## src/rtl/core/bb26_pkg.sv

```systemverilog
// Shared constants, types and divide-by-26 helper for the base-26 label encoder.
`timescale 1ns / 1ps
`default_nettype none

package bb26_pkg;

    // Default depth of the letter stack
    localparam int LETTER_BUFFER_DEPTH_DEF = 16;

    // Field widths
    localparam int VALUE_W  = 64;
    localparam int LETTER_W = 7;
    localparam int LENGTH_W = 5;
    localparam int MAXL_W   = 5;
    localparam int DIGIT_W  = 5;

    // Long division by 26 runs over 16-bit chunks, most significant first
    localparam int CHUNK_W    = 16;
    localparam int NUM_CHUNKS = VALUE_W / CHUNK_W;
    localparam int CHUNK_CNT_W = $clog2(NUM_CHUNKS);
    localparam int PART_W     = DIGIT_W + CHUNK_W;

    localparam logic [MAXL_W-1:0]   MAX_LETTERS_RST = 5'd16;
    localparam logic [LETTER_W-1:0] LETTER_A        = 7'd97;
    localparam logic [DIGIT_W-1:0]  RADIX           = 5'd26;

    // Reciprocal of 26 scaled by 2^26; exact enough for a 21-bit dividend
    localparam int RECIP_SHIFT = 26;
    localparam logic [21:0] RECIP_26 = 22'd2581110;

    // Controller to datapath commands
    typedef struct packed {
        logic load;        // take a new number
        logic div_step;    // divide one chunk by 26
        logic dec;         // subtract one from the quotient, start next digit
        logic push;        // push the finished digit onto the stack
        logic pop;         // move the top letter into the output register
        logic emit_empty;  // load the empty-label result
    } cmd_t;

    // Datapath to controller status
    typedef struct packed {
        logic neg;         // incoming number is negative
        logic quot_zero;   // quotient after a full division is zero
        logic at_limit;    // the digit being pushed reaches the letter limit
        logic last_pop;    // one letter left on the stack
        logic out_free;    // output register can take a result this cycle
    } status_t;

    typedef struct packed {
        logic [CHUNK_W-1:0] quot;
        logic [DIGIT_W-1:0] rem;
    } div26_t;

    // Divide a partial dividend (remainder below 26 over one chunk) by 26
    function automatic div26_t div26(input logic [PART_W-1:0] x);
        logic [PART_W+22-1:0] prod;
        logic [CHUNK_W-1:0]   q0;
        logic [PART_W-1:0]    back;
        logic [PART_W-1:0]    r0;
        div26_t               res;
        prod = x * RECIP_26;
        q0   = prod[RECIP_SHIFT +: CHUNK_W];
        back = ({5'd0, q0} << 4) + ({5'd0, q0} << 3) + ({5'd0, q0} << 1);
        r0   = x - back;
        if (r0 >= PART_W'(RADIX)) begin
            res.quot = q0 + 16'd1;
            res.rem  = DIGIT_W'(r0 - PART_W'(RADIX));
        end
        else begin
            res.quot = q0;
            res.rem  = DIGIT_W'(r0);
        end
        return res;
    endfunction

endpackage

`default_nettype wire

```

## src/rtl/core/bb26_ctrl.sv

```systemverilog
// Sequencing state machine for the base-26 label encoder.
`timescale 1ns / 1ps
`default_nettype none

module bb26_ctrl
    import bb26_pkg::*;
(
    input  wire logic    clk,
    input  wire logic    rst_n,
    input  wire logic    in_valid,
    output logic         in_ready,
    input  wire status_t status,
    output cmd_t         cmd
);

    localparam logic [2:0] ST_IDLE  = 3'd0;
    localparam logic [2:0] ST_DIV   = 3'd1;
    localparam logic [2:0] ST_CHECK = 3'd2;
    localparam logic [2:0] ST_EMIT  = 3'd3;
    localparam logic [2:0] ST_EMPTY = 3'd4;

    logic [2:0]             state_reg, state_next;
    logic [CHUNK_CNT_W-1:0] chunk_reg, chunk_next;

    assign in_ready = (state_reg == ST_IDLE);

    // Next state and commands
    always_comb
    begin
        state_next = state_reg;
        chunk_next = chunk_reg;
        cmd        = '0;
        unique case (state_reg)
            ST_IDLE:
            begin
                if (in_valid)
                begin
                    cmd.load   = 1'b1;
                    chunk_next = '0;
                    state_next = status.neg ? ST_EMPTY : ST_DIV;
                end
            end
            ST_DIV:
            begin
                cmd.div_step = 1'b1;
                chunk_next   = chunk_reg + 1'b1;
                if (chunk_reg == CHUNK_CNT_W'(NUM_CHUNKS - 1))
                begin
                    state_next = ST_CHECK;
                end
            end
            ST_CHECK:
            begin
                cmd.push = 1'b1;
                if (status.quot_zero || status.at_limit)
                begin
                    state_next = ST_EMIT;
                end
                else
                begin
                    cmd.dec    = 1'b1;
                    chunk_next = '0;
                    state_next = ST_DIV;
                end
            end
            ST_EMIT:
            begin
                if (status.out_free)
                begin
                    cmd.pop = 1'b1;
                    if (status.last_pop)
                    begin
                        state_next = ST_IDLE;
                    end
                end
            end
            ST_EMPTY:
            begin
                if (status.out_free)
                begin
                    cmd.emit_empty = 1'b1;
                    state_next     = ST_IDLE;
                end
            end
            default:
            begin
                state_next = ST_IDLE;
            end
        endcase
    end

    // Hold state
    always_ff @(posedge clk or negedge rst_n)
    begin
        if (!rst_n)
        begin
            state_reg <= ST_IDLE;
            chunk_reg <= '0;
        end
        else
        begin
            state_reg <= state_next;
            chunk_reg <= chunk_next;
        end
    end

endmodule

`default_nettype wire

```

## config.mk

```make
export PLATFORM = sky130hd
export DESIGN_NAME = bb26_ctrl
export DESIGN_NICKNAME = d
export VERILOG_FILES = /design/src/rtl/core/bb26_pkg.sv /design/src/rtl/core/bb26_ctrl.sv
export SDC_FILE = /design/constraint.sdc
export NUM_CORES = 1
export LEC_CHECK = 0
export BUFFER_PORTS_ARGS = -buffer_cell sky130_fd_sc_hd__buf_2
export CAP_MARGIN = 20
export CORE_AREA = 2 2 39 41
export CTS_CLUSTER_SIZE = 16
export DETAILED_ROUTE_END_ITERATION = 12
export DIE_AREA = 0 0 41 43
export RECOVER_POWER = 100
export SLEW_MARGIN = 30
export SYNTH_ARGS = -nofsm -noshare
export SYNTH_HDL_FRONTEND = slang
export SYNTH_SLANG_ARGS = --single-unit
export TNS_END_PERCENT = 100
```

## constraint.sdc

```tcl
create_clock -name clk -period 1.36 [get_ports clk]
set_clock_uncertainty 0.1 [all_clocks]
set_input_delay 0.136 -clock clk [delete_from_list [all_inputs] [get_ports clk]]
set_output_delay 0.136 -clock clk [all_outputs]
set_load 0.01 [all_outputs]
```

Yosys cells after proc, flatten, opt, wreduce, memory -nomap -nowiden --
Cells that the tools add are included.
Word-level totals: flip-flop bits (word level) 5, latch bits 0, memory bits (writable) 0, memory bits (read-only) 0, bits of input ports 8, output and inout port bits 7, memories 0
Cells by class: $add $sub $neg 1, multiply operators 0, div/mod/pow operators 0, $lt $le $gt $ge 0, equal/unequal tests 11, shift operators 0, multiplexer cells 19, bitwise operators 0, reductions and logical operators 5
Operator list (number):
- $mux 3 | 6
- $pmux 3 s5 | 1
- $ne 2x2->1 const B | 6
- $mux 2 | 4
- $mux 1 | 7
- $eq 3x2->1 const B | 2
- $pmux 2 s3 | 1
- $reduce_and 5->1 | 1
- $eq 3x1->1 const B | 1
- $eq 3x3->1 const B | 1
- $logic_not 3->1 | 1
- $reduce_and 3->1 | 1
- $reduce_bool 3->1 | 1
- $add 2x1->2 const B | 1
- $eq 2x2->1 const B | 1
- $logic_or 1x1->1 | 1

Logic depth before layout (Yosys ltp) --
Gate-level depths: netlist of run 1.
depth in word-level cells 3, depth in mapped cells 4, mapped depth without buffers 4

Worst setup path after synthesis of run 1 --
No wires, ideal clock.
kind register to output, start reg state_reg[1], end out cmd[5] in the netlist's numbering, arrival time 1.092 ns, required time 1.124 ns, slack 0.032 ns, cell stages (with the launch flop) 4, cells stage by stage dfrtp_1 -> buf_2 -> nor3_1 -> and2_1
RTL lines:
- start, declared | RTL line bb26_ctrl.sv:22 | logic [2:0] state_reg, state_next;
- start signal, assigned | RTL line bb26_ctrl.sv:102 | state_reg <= state_next;
- end, declared | RTL line bb26_ctrl.sv:13 | output cmd_t cmd

Worst setup path after layout of run 1 --
start reg state_reg[0], end reg chunk_reg[0]
On the way: word-level cells in the longest chain between the ends 3
RTL lines:
- $eq 3x2->1 (tied with other cells) | RTL line bb26_ctrl.sv:33 | unique case (state_reg)
- $ne 2x2->1 (no source line) or $reduce_bool 3->1 (tied branches)
- $reduce_and 3->1 (no source line)
- end signal, assigned | RTL line bb26_ctrl.sv:103 | chunk_reg <= chunk_next;
- end, declared | RTL line bb26_ctrl.sv:23 | logic [CHUNK_CNT_W-1:0] chunk_reg, chunk_next;
Parallel ways exist; a longest one is shown, timed or not. A chain may end at the register's enable or synchronous reset.

==> results of run 1 <==
-- cells by family after synthesis --
logic type,Yosys count
adders and majority gates,1
DFF,5
and+or+nand+nor,19
buffers and inverters,4
AOI/OAI and AO/OA,10
-- worst paths after layout --
kind	from	to	slack, ns	depth (start not counted)
min in group asynchronous	rst_n	chunk_reg[0]	0.17	2
hold / removal	in_valid	state_reg[0]	0.12	3
hold reg to reg	chunk_reg[0]	chunk_reg[0]	0.43	1
setup reg to reg	state_reg[0]	chunk_reg[0]	-0.03	4
setup / recovery	state_reg[0]	chunk_reg[0]	-0.03	4
max in group asynchronous	rst_n	state_reg[0]	0.76	2
-- cells in the mapped netlist --
| cell | count | share of area, % |
|---|---|---|
| dfrtp_1 | 5 | 39 |
| a31oi_1 | 2 | 3.9 |
| nor2b_1 | 1 | 2.0 |
| inv_1 | 2 | 2.4 |
| nand2_1 | 5 | 5.9 |
| o21ai_0 | 3 | 4.7 |
| buf_6 | 1 | 3.5 |
| nor3b_1 | 1 | 2.4 |
| a221oi_1 | 1 | 2.7 |
| o31a_1 | 1 | 2.7 |
| nor3_1 | 4 | 6.3 |
| nor2_1 | 6 | 7.1 |
| o31ai_2 | 1 | 3.9 |
| o31ai_1 | 1 | 2.4 |
| and2_1 | 1 | 2.0 |
| buf_2 | 1 | 1.6 |
| ha_1 | 1 | 3.9 |
| a21oi_1 | 1 | 1.6 |
| nor4_1 | 1 | 2.0 |
-- layer usage --
| layer | track usage, % | vias to the layer above |
|---|---|---|
| met5 | 0 | - |
| li1 | - | 195 |
| met2 | 19.1 | 7 |
| met4 | 8.67 | 0 |
| met3 | 6.28 | 0 |
| met1 | 14.7 | 187 |
-- power breakdown --
group	switching (mW)	internal (mW)	total [mW]
clock network	0.0606	0.111	0.171
logic	0.350	0.385	0.735
registers	0.0974	0.224	0.322
total	0.508	0.720	1.23
-- cell type report --
cell class	count	area, µm²
Fill cell	139	846
Multi-Input combinational cell	30	188
Timing Repair Buffer	26	169
Sequential cell	5	128
Clock buffer	4	26.3
Tap cell	16	20.0
Inverter	2	7.51
-- tightest hold or removal path: cells and delay by family --
kind            cells  cell delay [ns]
compound gates      1             0.08
buf+inv             1             0.13
simple gates        1             0.07
-- timing repair --
item,4_1_cts,5_1_grt
pin swaps,2,3
hold buffers,1,0
resized for setup,6,6
setup buffers,8,2
endpoints found under the hold margin,5,0
endpoints found under the setup margin,7,7
==> impl_results.md, run 1 <==
* Detailed-routed wire length on met2 at 498 µm
* Critical Path AT at 1.41 ns
* Worst setup EP type: register
* Min Tclk post-route at 1.39 ns
* Initial core utilization at 23.1%
* Multiplexer share of the synthesized area at 0%
* CTS Buf Count at 3
* Final non-filler cell total at 83
* H-tree Lvls at 1
* Yosys warnings at 0
* Total power draw at 1.23 mW
* CTS tree: done
* Fin worst setup slack at -0.0301 ns
* CP max stage delay at 0.44 ns
* Met1 wire length at 388 µm
* Crit path required time at 1.38 ns
* Worst Path Max Fanout at 4
* Most frequent cells in the layout: buf_2 (13), buf_4 (9), nor2_1 (5)
* Fmax at 719 MHz
* Final net count at 77
* CP Class: reg2reg
* Peak supply drop at 1.01 mV
* Failing checks: setup timing
* Dpl cell area at 400 µm²
* Worst path cell trace: buf_6 -> o31a_1 -> o31ai_2 -> o31ai_1
* Seq/Total Area, Yosys at 39.2%
* Fin. Hold Viols at 0
* Final slew viol count at 0
* Gate Count Post-Synth at 39
* Commonest non-fill, non-tap cell in the layout: buf_2
* Power Density at 2280 mW/mm²
* CTS clk-pin slew, worst paths at 0.04 ns
* Core area at 0.00138 mm²
* Site Rows at 14
* Post-DP HPWL at 587 µm
* Syn nets at 48
* RSZ-0062 raised after global routing: yes
* Adder-Cell Fraction of Synth Area at 3.92%
* Rel. slew slack at 82.2%
* Final Instance Area at 538 µm²
* Root buffer cell: clkbuf_4
* Pin count of the biggest net entering global routing at 7
* Period utilization at 102%
* GRT overflow at 0
* Critical path's top delay family: compound AO/OA/AOI/OAI gates
* Post-Synth XOR/XNOR Area at 0%
* Clock sink count at 5
* Drt total wl at 924 µm
* Max Used Layer: met3
* DP Worst Slack at 0.0786 ns
* Initial antenna violation count at 0
* Buf/Inv on CP at 1
* Post-synthesis compound-gate area fraction at 22.0%
* I/O pins at 15
* Vias per cell at 4.69
* Setup TNS at -0.0481 ns
* Share of post-route cells with drive strength above 1 at 53.7%
* Area Growth Syn to Fin at 68.6%
* DR WL/cell at 11.1 µm
* Vias in the first global route at 378
* Final setup fails at 2
* Mean post-synth cell area at 8.18 µm²
* DP Cell Count at 68
* Die width at 41 µm
* Synthesized flop and latch total at 5
* Hold crit path type: in2reg
* Met3 WL at 37 µm
* Min Hold Slack at 0.118 ns
* RePlAce Congestion at 0.831
* DRT Pass-1 Iters at 4
* Slowest CP cell: dfrtp_2
* Drt drc at 0
* PortBufs at 14
* Max_cap viols at 0
* Chip height at 43 µm
* Clock buffer depth at 2
* Diode count at 0
* Post-synthesis simple-gate area fraction at 27.5%
* Initial drt markers at 10
* Max reg flops at 3
* Post-synth cell types at 19
* Outcome: finished with violations
* Synth Cell Area at 319 µm²
* First-pass GRT wire length at 1520 µm
* Worst-margin pin slew at 0.264 ns
* Leakage Power at 0.261 nW
* Gr usage total at 13.2%
* Largest family of logic cells by synthesized area: simple AND/OR/NAND/NOR gates
* Final ANT Viol Nets at 0
* Finished Core Util at 38.9%
* DR vias at 389
* Die area at 0.00176 mm²
* Clock Latency Late Sink at 0.24 ns
* Worst Setup Start Kind: register
(Power assumes the default switching activity.)
==> run 2: changes to the inputs <==
BUFFER_PORTS_ARGS = default   (was -buffer_cell sky130_fd_sc_hd__buf_2)
DONT_BUFFER_PORTS = 1   (was default)
==> run 2 against run 1 <==
  * The run still ends with setup timing left
  * Count of clock-buffer cells in the layout unchanged
  * Highest routed layer unchanged
  * Total power decreased by 5.8%
  * Final area decreased by 9.8%
  * Largest power group unchanged
  * Clock power about the same
  * Largest cell class unchanged
  * Global-route usage decreased by 2.5 points
  * Final cell count decreased by 17%
  * Critical path type is now reg2out
  * Critical path depth unchanged
  * First-iteration DRC count decreased by 50%
  * Register-to-register slack improved by 0.10 ns
  * Routed wire length decreased by 10%
  * Fmax increased by 1.1%
  * Critical endpoint is now cmd[3]
==> impl_results.md, run 2 (same netlist as run 1, synthesis figures left out) <==
* Worst setup EP type: output pin (was register)
* CTS clk-pin slew, worst paths at 0.04 ns (about the same)
* Min Tclk post-route at 1.38 ns (was 1.39 ns)
* Critical path's top delay family: flip-flops (was compound AO/OA/AOI/OAI gates)
* Worst-margin pin slew at 0.229 ns (was 0.264 ns)
* Gr usage total at 10.7% (was 13.2%)
* Buf/Inv on CP at 2 (was 1)
* DRT Pass-1 Iters at 3 (was 4)
* Fin. Hold Viols at 0 (unchanged)
* Final ANT Viol Nets at 0 (unchanged)
* Final net count at 63 (was 77)
* Most frequent cells in the layout: buf_4 (9), nor2_1 (4), nand2_1 (3), dfrtp_1 (3), clkbuf_4 (3) (was buf_2 (13), buf_4 (9), nor2_1 (5))
* Initial antenna violation count at 0 (unchanged)
* Failing checks: setup timing (unchanged)
* DR vias at 333 (was 389)
* Core area at 0.00138 mm² (unchanged)
* Commonest non-fill, non-tap cell in the layout: buf_4 (was buf_2)
* Clock sink count at 5 (unchanged)
* Outcome: finished with violations (unchanged)
* Share of post-route cells with drive strength above 1 at 47.2% (was 53.7%)
* PortBufs at 0 (was 14)
* Initial core utilization at 23.1% (unchanged)
* RePlAce Congestion at 0.760 (was 0.831)
* Max reg flops at 3 (unchanged)
* Diode count at 0 (unchanged)
* Slowest CP cell: dfrtp_1 (was dfrtp_2)
* Worst Path Max Fanout at 4 (unchanged)
* Pin count of the biggest net entering global routing at 12 (was 7)
* Final setup fails at 1 (was 2)
* I/O pins at 15 (unchanged)
* Drt drc at 0 (unchanged)
* CTS tree: done (unchanged)
* Post-DP HPWL at 628 µm (was 587 µm)
* Fmax at 727 MHz (was 719 MHz)
* Site Rows at 14 (unchanged)
* Chip height at 43 µm (unchanged)
* Initial drt markers at 5 (was 10)
* CP Class: reg2out (was reg2reg)
* Vias per cell at 4.83 (was 4.69)
* Rel. slew slack at 84.6% (was 82.2%)
* Fin worst setup slack at -0.0153 ns (was -0.0301 ns)
* Clock Latency Late Sink at 0.25 ns (was 0.24 ns)
* First-pass GRT wire length at 1210 µm (was 1520 µm)
* DR WL/cell at 12.0 µm (was 11.1 µm)
* Area Growth Syn to Fin at 52.2% (was 68.6%)
* Min Hold Slack at 0.0223 ns (was 0.118 ns)
* RSZ-0062 raised after global routing: yes (unchanged)
* Max_cap viols at 0 (unchanged)
* Root buffer cell: clkbuf_4 (unchanged)
* Critical Path AT at 1.14 ns (was 1.41 ns)
* Clock buffer depth at 2 (unchanged)
* CTS Buf Count at 3 (unchanged)
* GRT overflow at 0 (unchanged)
* Crit path required time at 1.12 ns (was 1.38 ns)
* Peak supply drop at 0.982 mV (was 1.01 mV)
* Die width at 41 µm (unchanged)
* Leakage Power at 0.198 nW (was 0.261 nW)
* Total power draw at 1.16 mW (was 1.23 mW)
* Worst Setup Start Kind: register (unchanged)
* Hold crit path type: in2reg (unchanged)
* Power Density at 2380 mW/mm² (was 2280 mW/mm²)
* CP max stage delay at 0.38 ns (was 0.44 ns)
* H-tree Lvls at 1 (unchanged)
* Die area at 0.00176 mm² (unchanged)
* Worst path cell trace: inv_2 -> nand2_2 -> nor4_2 -> buf_4 (was buf_6 -> o31a_1 -> o31ai_2 -> o31ai_1)
* Period utilization at 101% (was 102%)
* Vias in the first global route at 315 (was 378)
* Final slew viol count at 0 (unchanged)
* Drt total wl at 829 µm (was 924 µm)
run 2: timing repair:
action	4_1_cts	5_1_grt
pin swaps	1	2
setup buffers	0	5
hold buffers	2	0
hold endpoints to repair	6	0
gates resized for setup	5	9
setup endpoints to repair	6	7
run 2: final timing paths:
path                              startpoint      endpoint  slack, ns  cells past startpoint
worst max-delay path            state_reg[2]        cmd[3]      -0.02                      4
worst min-delay path               status[4]  state_reg[2]       0.02                      2
worst max register to register  state_reg[0]  chunk_reg[0]       0.07                      3
worst min register to register  chunk_reg[0]  chunk_reg[0]       0.41                      1
max in group asynchronous              rst_n  state_reg[1]       0.86                      1
min in group asynchronous              rst_n  chunk_reg[1]       0.08                      1
run 2: per-layer routing:
metal	up-vias	global-route usage, %	routed length, µm
met3	0	7.33	45
met5	-	0	0
met1	154	12.5	355
li1	169	-	-
met4	0	4.00	0
met2	10	15.0	428
run 2: report_power, final:
group	switching (mW)	internal (mW)
sequential	0.0973	0.224
combinational	0.333	0.329
clock	0.0622	0.111
run 2: worst reg2reg max path, stage by stage (launching register included):
cell     delay (ns)
dfrtp_2        0.45
o31a_1         0.36
o31ai_2        0.18
o31ai_1        0.09
run 2: cell type report:
cell class | count | area (µm²)
Multi-Input combinational cell | 30 | 205
Sequential cell | 5 | 128
Inverter | 2 | 7.51
Timing Repair Buffer | 12 | 98.8
Fill cell | 142 | 898
Tap cell | 16 | 20.0
Clock buffer | 4 | 26.3
run 2: stage by stage:
stage / area (µm²) / TNS (ns) / utilization [%] / cells / worst slack [ns]
final: 485 / -0.0153 / 35.1 / 69 / -0.0153
after global routing: 485 / -0.133 / 35.1 / 69 / -0.0692
after CTS: 417 / -0.135 / 30.1 / 64 / -0.0573
after detailed placement: 360 / 0 / 26.0 / 58 / 0.0733
after global placement: 360 / 0 / 26.0 / 58 / 0.110
after floorplan: 319 / 0 / - / 39 / 0.0318
==> run 3: changes to the inputs <==
RECOVER_POWER = default   (was 100)
TNS_END_PERCENT = 30   (was 100)
==> run 3 against run 2 <==
  * The flow still finishes with violations (setup timing)
  * Register-to-register slack gained 0.02 ns
  * Critical path depth is the same
  * Hold slack is essentially flat
  * Global-route usage shrank 0.10 points
  * Sequential power is essentially flat
  * Sequential share of layout area grew 0.34 points
  * Critical endpoint unchanged
  * Largest cell class unchanged
==> impl_results.md, run 3 (same netlist as run 1, synthesis figures left out) <==
* Outcome: finished with violations (unchanged)
* Failing checks: setup timing (unchanged)
* Worst Path Max Fanout at 4 (unchanged)
* Met2 usage at 15.0% (unchanged)
* Met3 Usage GRT at 7.33% (unchanged)
* Peak supply drop at 0.982 mV (about the same)
* Most frequent cells in the layout: buf_4 (10), nor2_1 (4), nand2_1 (4) (was buf_4 (9), nor2_1 (4), nand2_1 (3), dfrtp_1 (3), clkbuf_4 (3))
* Gr usage total at 10.6% (was 10.7%)
* Critical Path AT at 1.14 ns (about the same)
* Min Hold Slack at 0.0227 ns (was 0.0223 ns)
* Diode count at 0 (unchanged)
* Initial antenna violation count at 0 (unchanged)
* First-pass GRT wire length at 1200 µm (was 1210 µm)
* Worst Setup Start Kind: register (unchanged)
* Hold Path Depth at 2 (unchanged)
* DRT Pass-1 Iters at 3 (unchanged)
* Leakage Power at 0.198 nW (about the same)
* Clock sink count at 5 (unchanged)
* Clock Latency Late Sink at 0.25 ns (about the same)
* Final net count at 63 (unchanged)
* Root buffer cell: clkbuf_4 (unchanged)
* Post-DP HPWL at 628 µm (unchanged)
* CTS clk-pin slew, worst paths at 0.04 ns (about the same)
* H-tree Lvls at 1 (unchanged)
* Worst setup EP type: output pin (unchanged)
* Final setup fails at 1 (unchanged)
* Drt total wl at 829 µm (unchanged)
* GRT overflow at 0 (unchanged)
* CTS Buf Count at 3 (unchanged)
* Worst path cell trace: inv_2 -> nand2_2 -> nor4_2 -> buf_4 (unchanged)
* Period utilization at 101% (about the same)
* Slowest CP cell: dfrtp_1 (unchanged)
* Pin count of the biggest net entering global routing at 12 (unchanged)
* Min Tclk post-route at 1.38 ns (about the same)
* Crit path required time at 1.12 ns (about the same)
* Initial core utilization at 23.1% (unchanged)
* Share of post-route cells with drive strength above 1 at 45.3% (was 47.2%)
* Max reg flops at 3 (unchanged)
* Final ANT Viol Nets at 0 (unchanged)
* Site Rows at 14 (unchanged)
* CTS tree: done (unchanged)
* Clock buffer depth at 2 (unchanged)
* Die width at 41 µm (unchanged)
* Grt peak-use layer: met2 (unchanged)
* Final slew viol count at 0 (unchanged)
* Chip height at 43 µm (unchanged)
* CP Class: reg2out (unchanged)
* Vias per cell at 4.86 (was 4.83)
* I/O pins at 15 (unchanged)
* RSZ-0062 raised after global routing: yes (unchanged)
* Rel. slew slack at 84.5% (was 84.6%)
* Max_cap viols at 0 (unchanged)
* Fin worst setup slack at -0.0153 ns (about the same)
* CP max stage delay at 0.38 ns (about the same)
* Commonest non-fill, non-tap cell in the layout: buf_4 (unchanged)
* Worst-case reg-to-reg path depth at 3 (unchanged)
* Initial drt markers at 5 (unchanged)
* Die area at 0.00176 mm² (unchanged)
* Hold crit path type: in2reg (unchanged)
* Power Density at 2360 mW/mm² (was 2380 mW/mm²)
* RePlAce Congestion at 0.760 (unchanged)
* Met1 usage at 12.1% (was 12.5%)
* DP Worst Slack at 0.0733 ns (unchanged)
* Vias in the first global route at 314 (was 315)
* Fmax at 727 MHz (about the same)
* Fin. Hold Viols at 0 (unchanged)
* Area Growth Syn to Fin at 50.2% (was 52.2%)
* PortBufs at 0 (unchanged)
* DR vias at 335 (was 333)
* Worst-margin pin slew at 0.229 ns (about the same)
* DR WL/cell at 12.0 µm (unchanged)
* Drt drc at 0 (unchanged)
* Core area at 0.00138 mm² (unchanged)
-- run 3: cell count changes in the layout (fill, tap and decap cells not counted) --
cell,change
o21ai_0,+1
nand2_1,+1
buf_4,+1
nand2_2,-1
o21ai_1,-1
buf_6,-1
-- run 3: path summary, 6_finish.rpt --
check	start	end	slack, ns
min reg2reg	chunk_reg[0]	chunk_reg[0]	0.41
min	status[4]	state_reg[2]	0.02
max	state_reg[2]	cmd[3]	-0.02
max in group asynchronous	rst_n	state_reg[1]	0.86
max reg2reg	state_reg[0]	chunk_reg[1]	0.09
min in group asynchronous	rst_n	chunk_reg[1]	0.08
-- run 3: layout make-up --
cell class,count,area (µm²)
timing repair buffer,12,95.1
fill,141,905
clock buffer,4,26.3
sequential,5,128
tap,16,20.0
multi-input combinational,30,203
inverter,2,7.51
-- run 3: routing by layer --
layer | routed length, µm | share of wire [%]
met1 | 355 | 43
met2 | 428 | 52
met3 | 45 | 5.4
met4 | 0 | 0
met5 | 0 | 0
-- run 3: stage by stage --
step / std cells / total power, mW / setup TNS [ns] / utilization [%] / cell area [µm²]
6_report: 69 / 1.13 / -0.0153 / 34.6 / 479
5_1_grt: 69 / 1.23 / -0.234 / 34.6 / 479
4_1_cts: 64 / 0.988 / -0.152 / 29.8 / 413
3_5_place_dp: 58 / 0.784 / 0 / 26.0 / 360
3_3_place_gp: 58 / 0.765 / 0 / 26.0 / 360
2_1_floorplan: 39 / 0.648 / 0 / - / 319
-- run 3: repair_timing --
item,4_1_cts,5_1_grt
endpoints found under the setup margin,6,6
pin swaps,1,1
buffers inserted,0,5
gates cloned,0,0
resized for setup,4,7
hold buffers,2,0
endpoints found under the hold margin,6,0
-- run 3: critical path, delay by kind of cell, from the launching register on --
kind,cells,cell delay [ns]
flip-flops,1,0.38
AND/OR/NAND/NOR,2,0.28
buffers and inverters,2,0.25
-- run 3: where the power goes --
| group | total, mW | leakage (nW) | switching, mW | internal, mW |
|---|---|---|---|---|
| registers | 0.319 | 0.0614 | 0.0946 | 0.224 |
| logic | 0.641 | 0.121 | 0.327 | 0.314 |
| clock network | 0.173 | 0.0150 | 0.0621 | 0.111 |
| total | 1.13 | 0.198 | 0.484 | 0.649 |
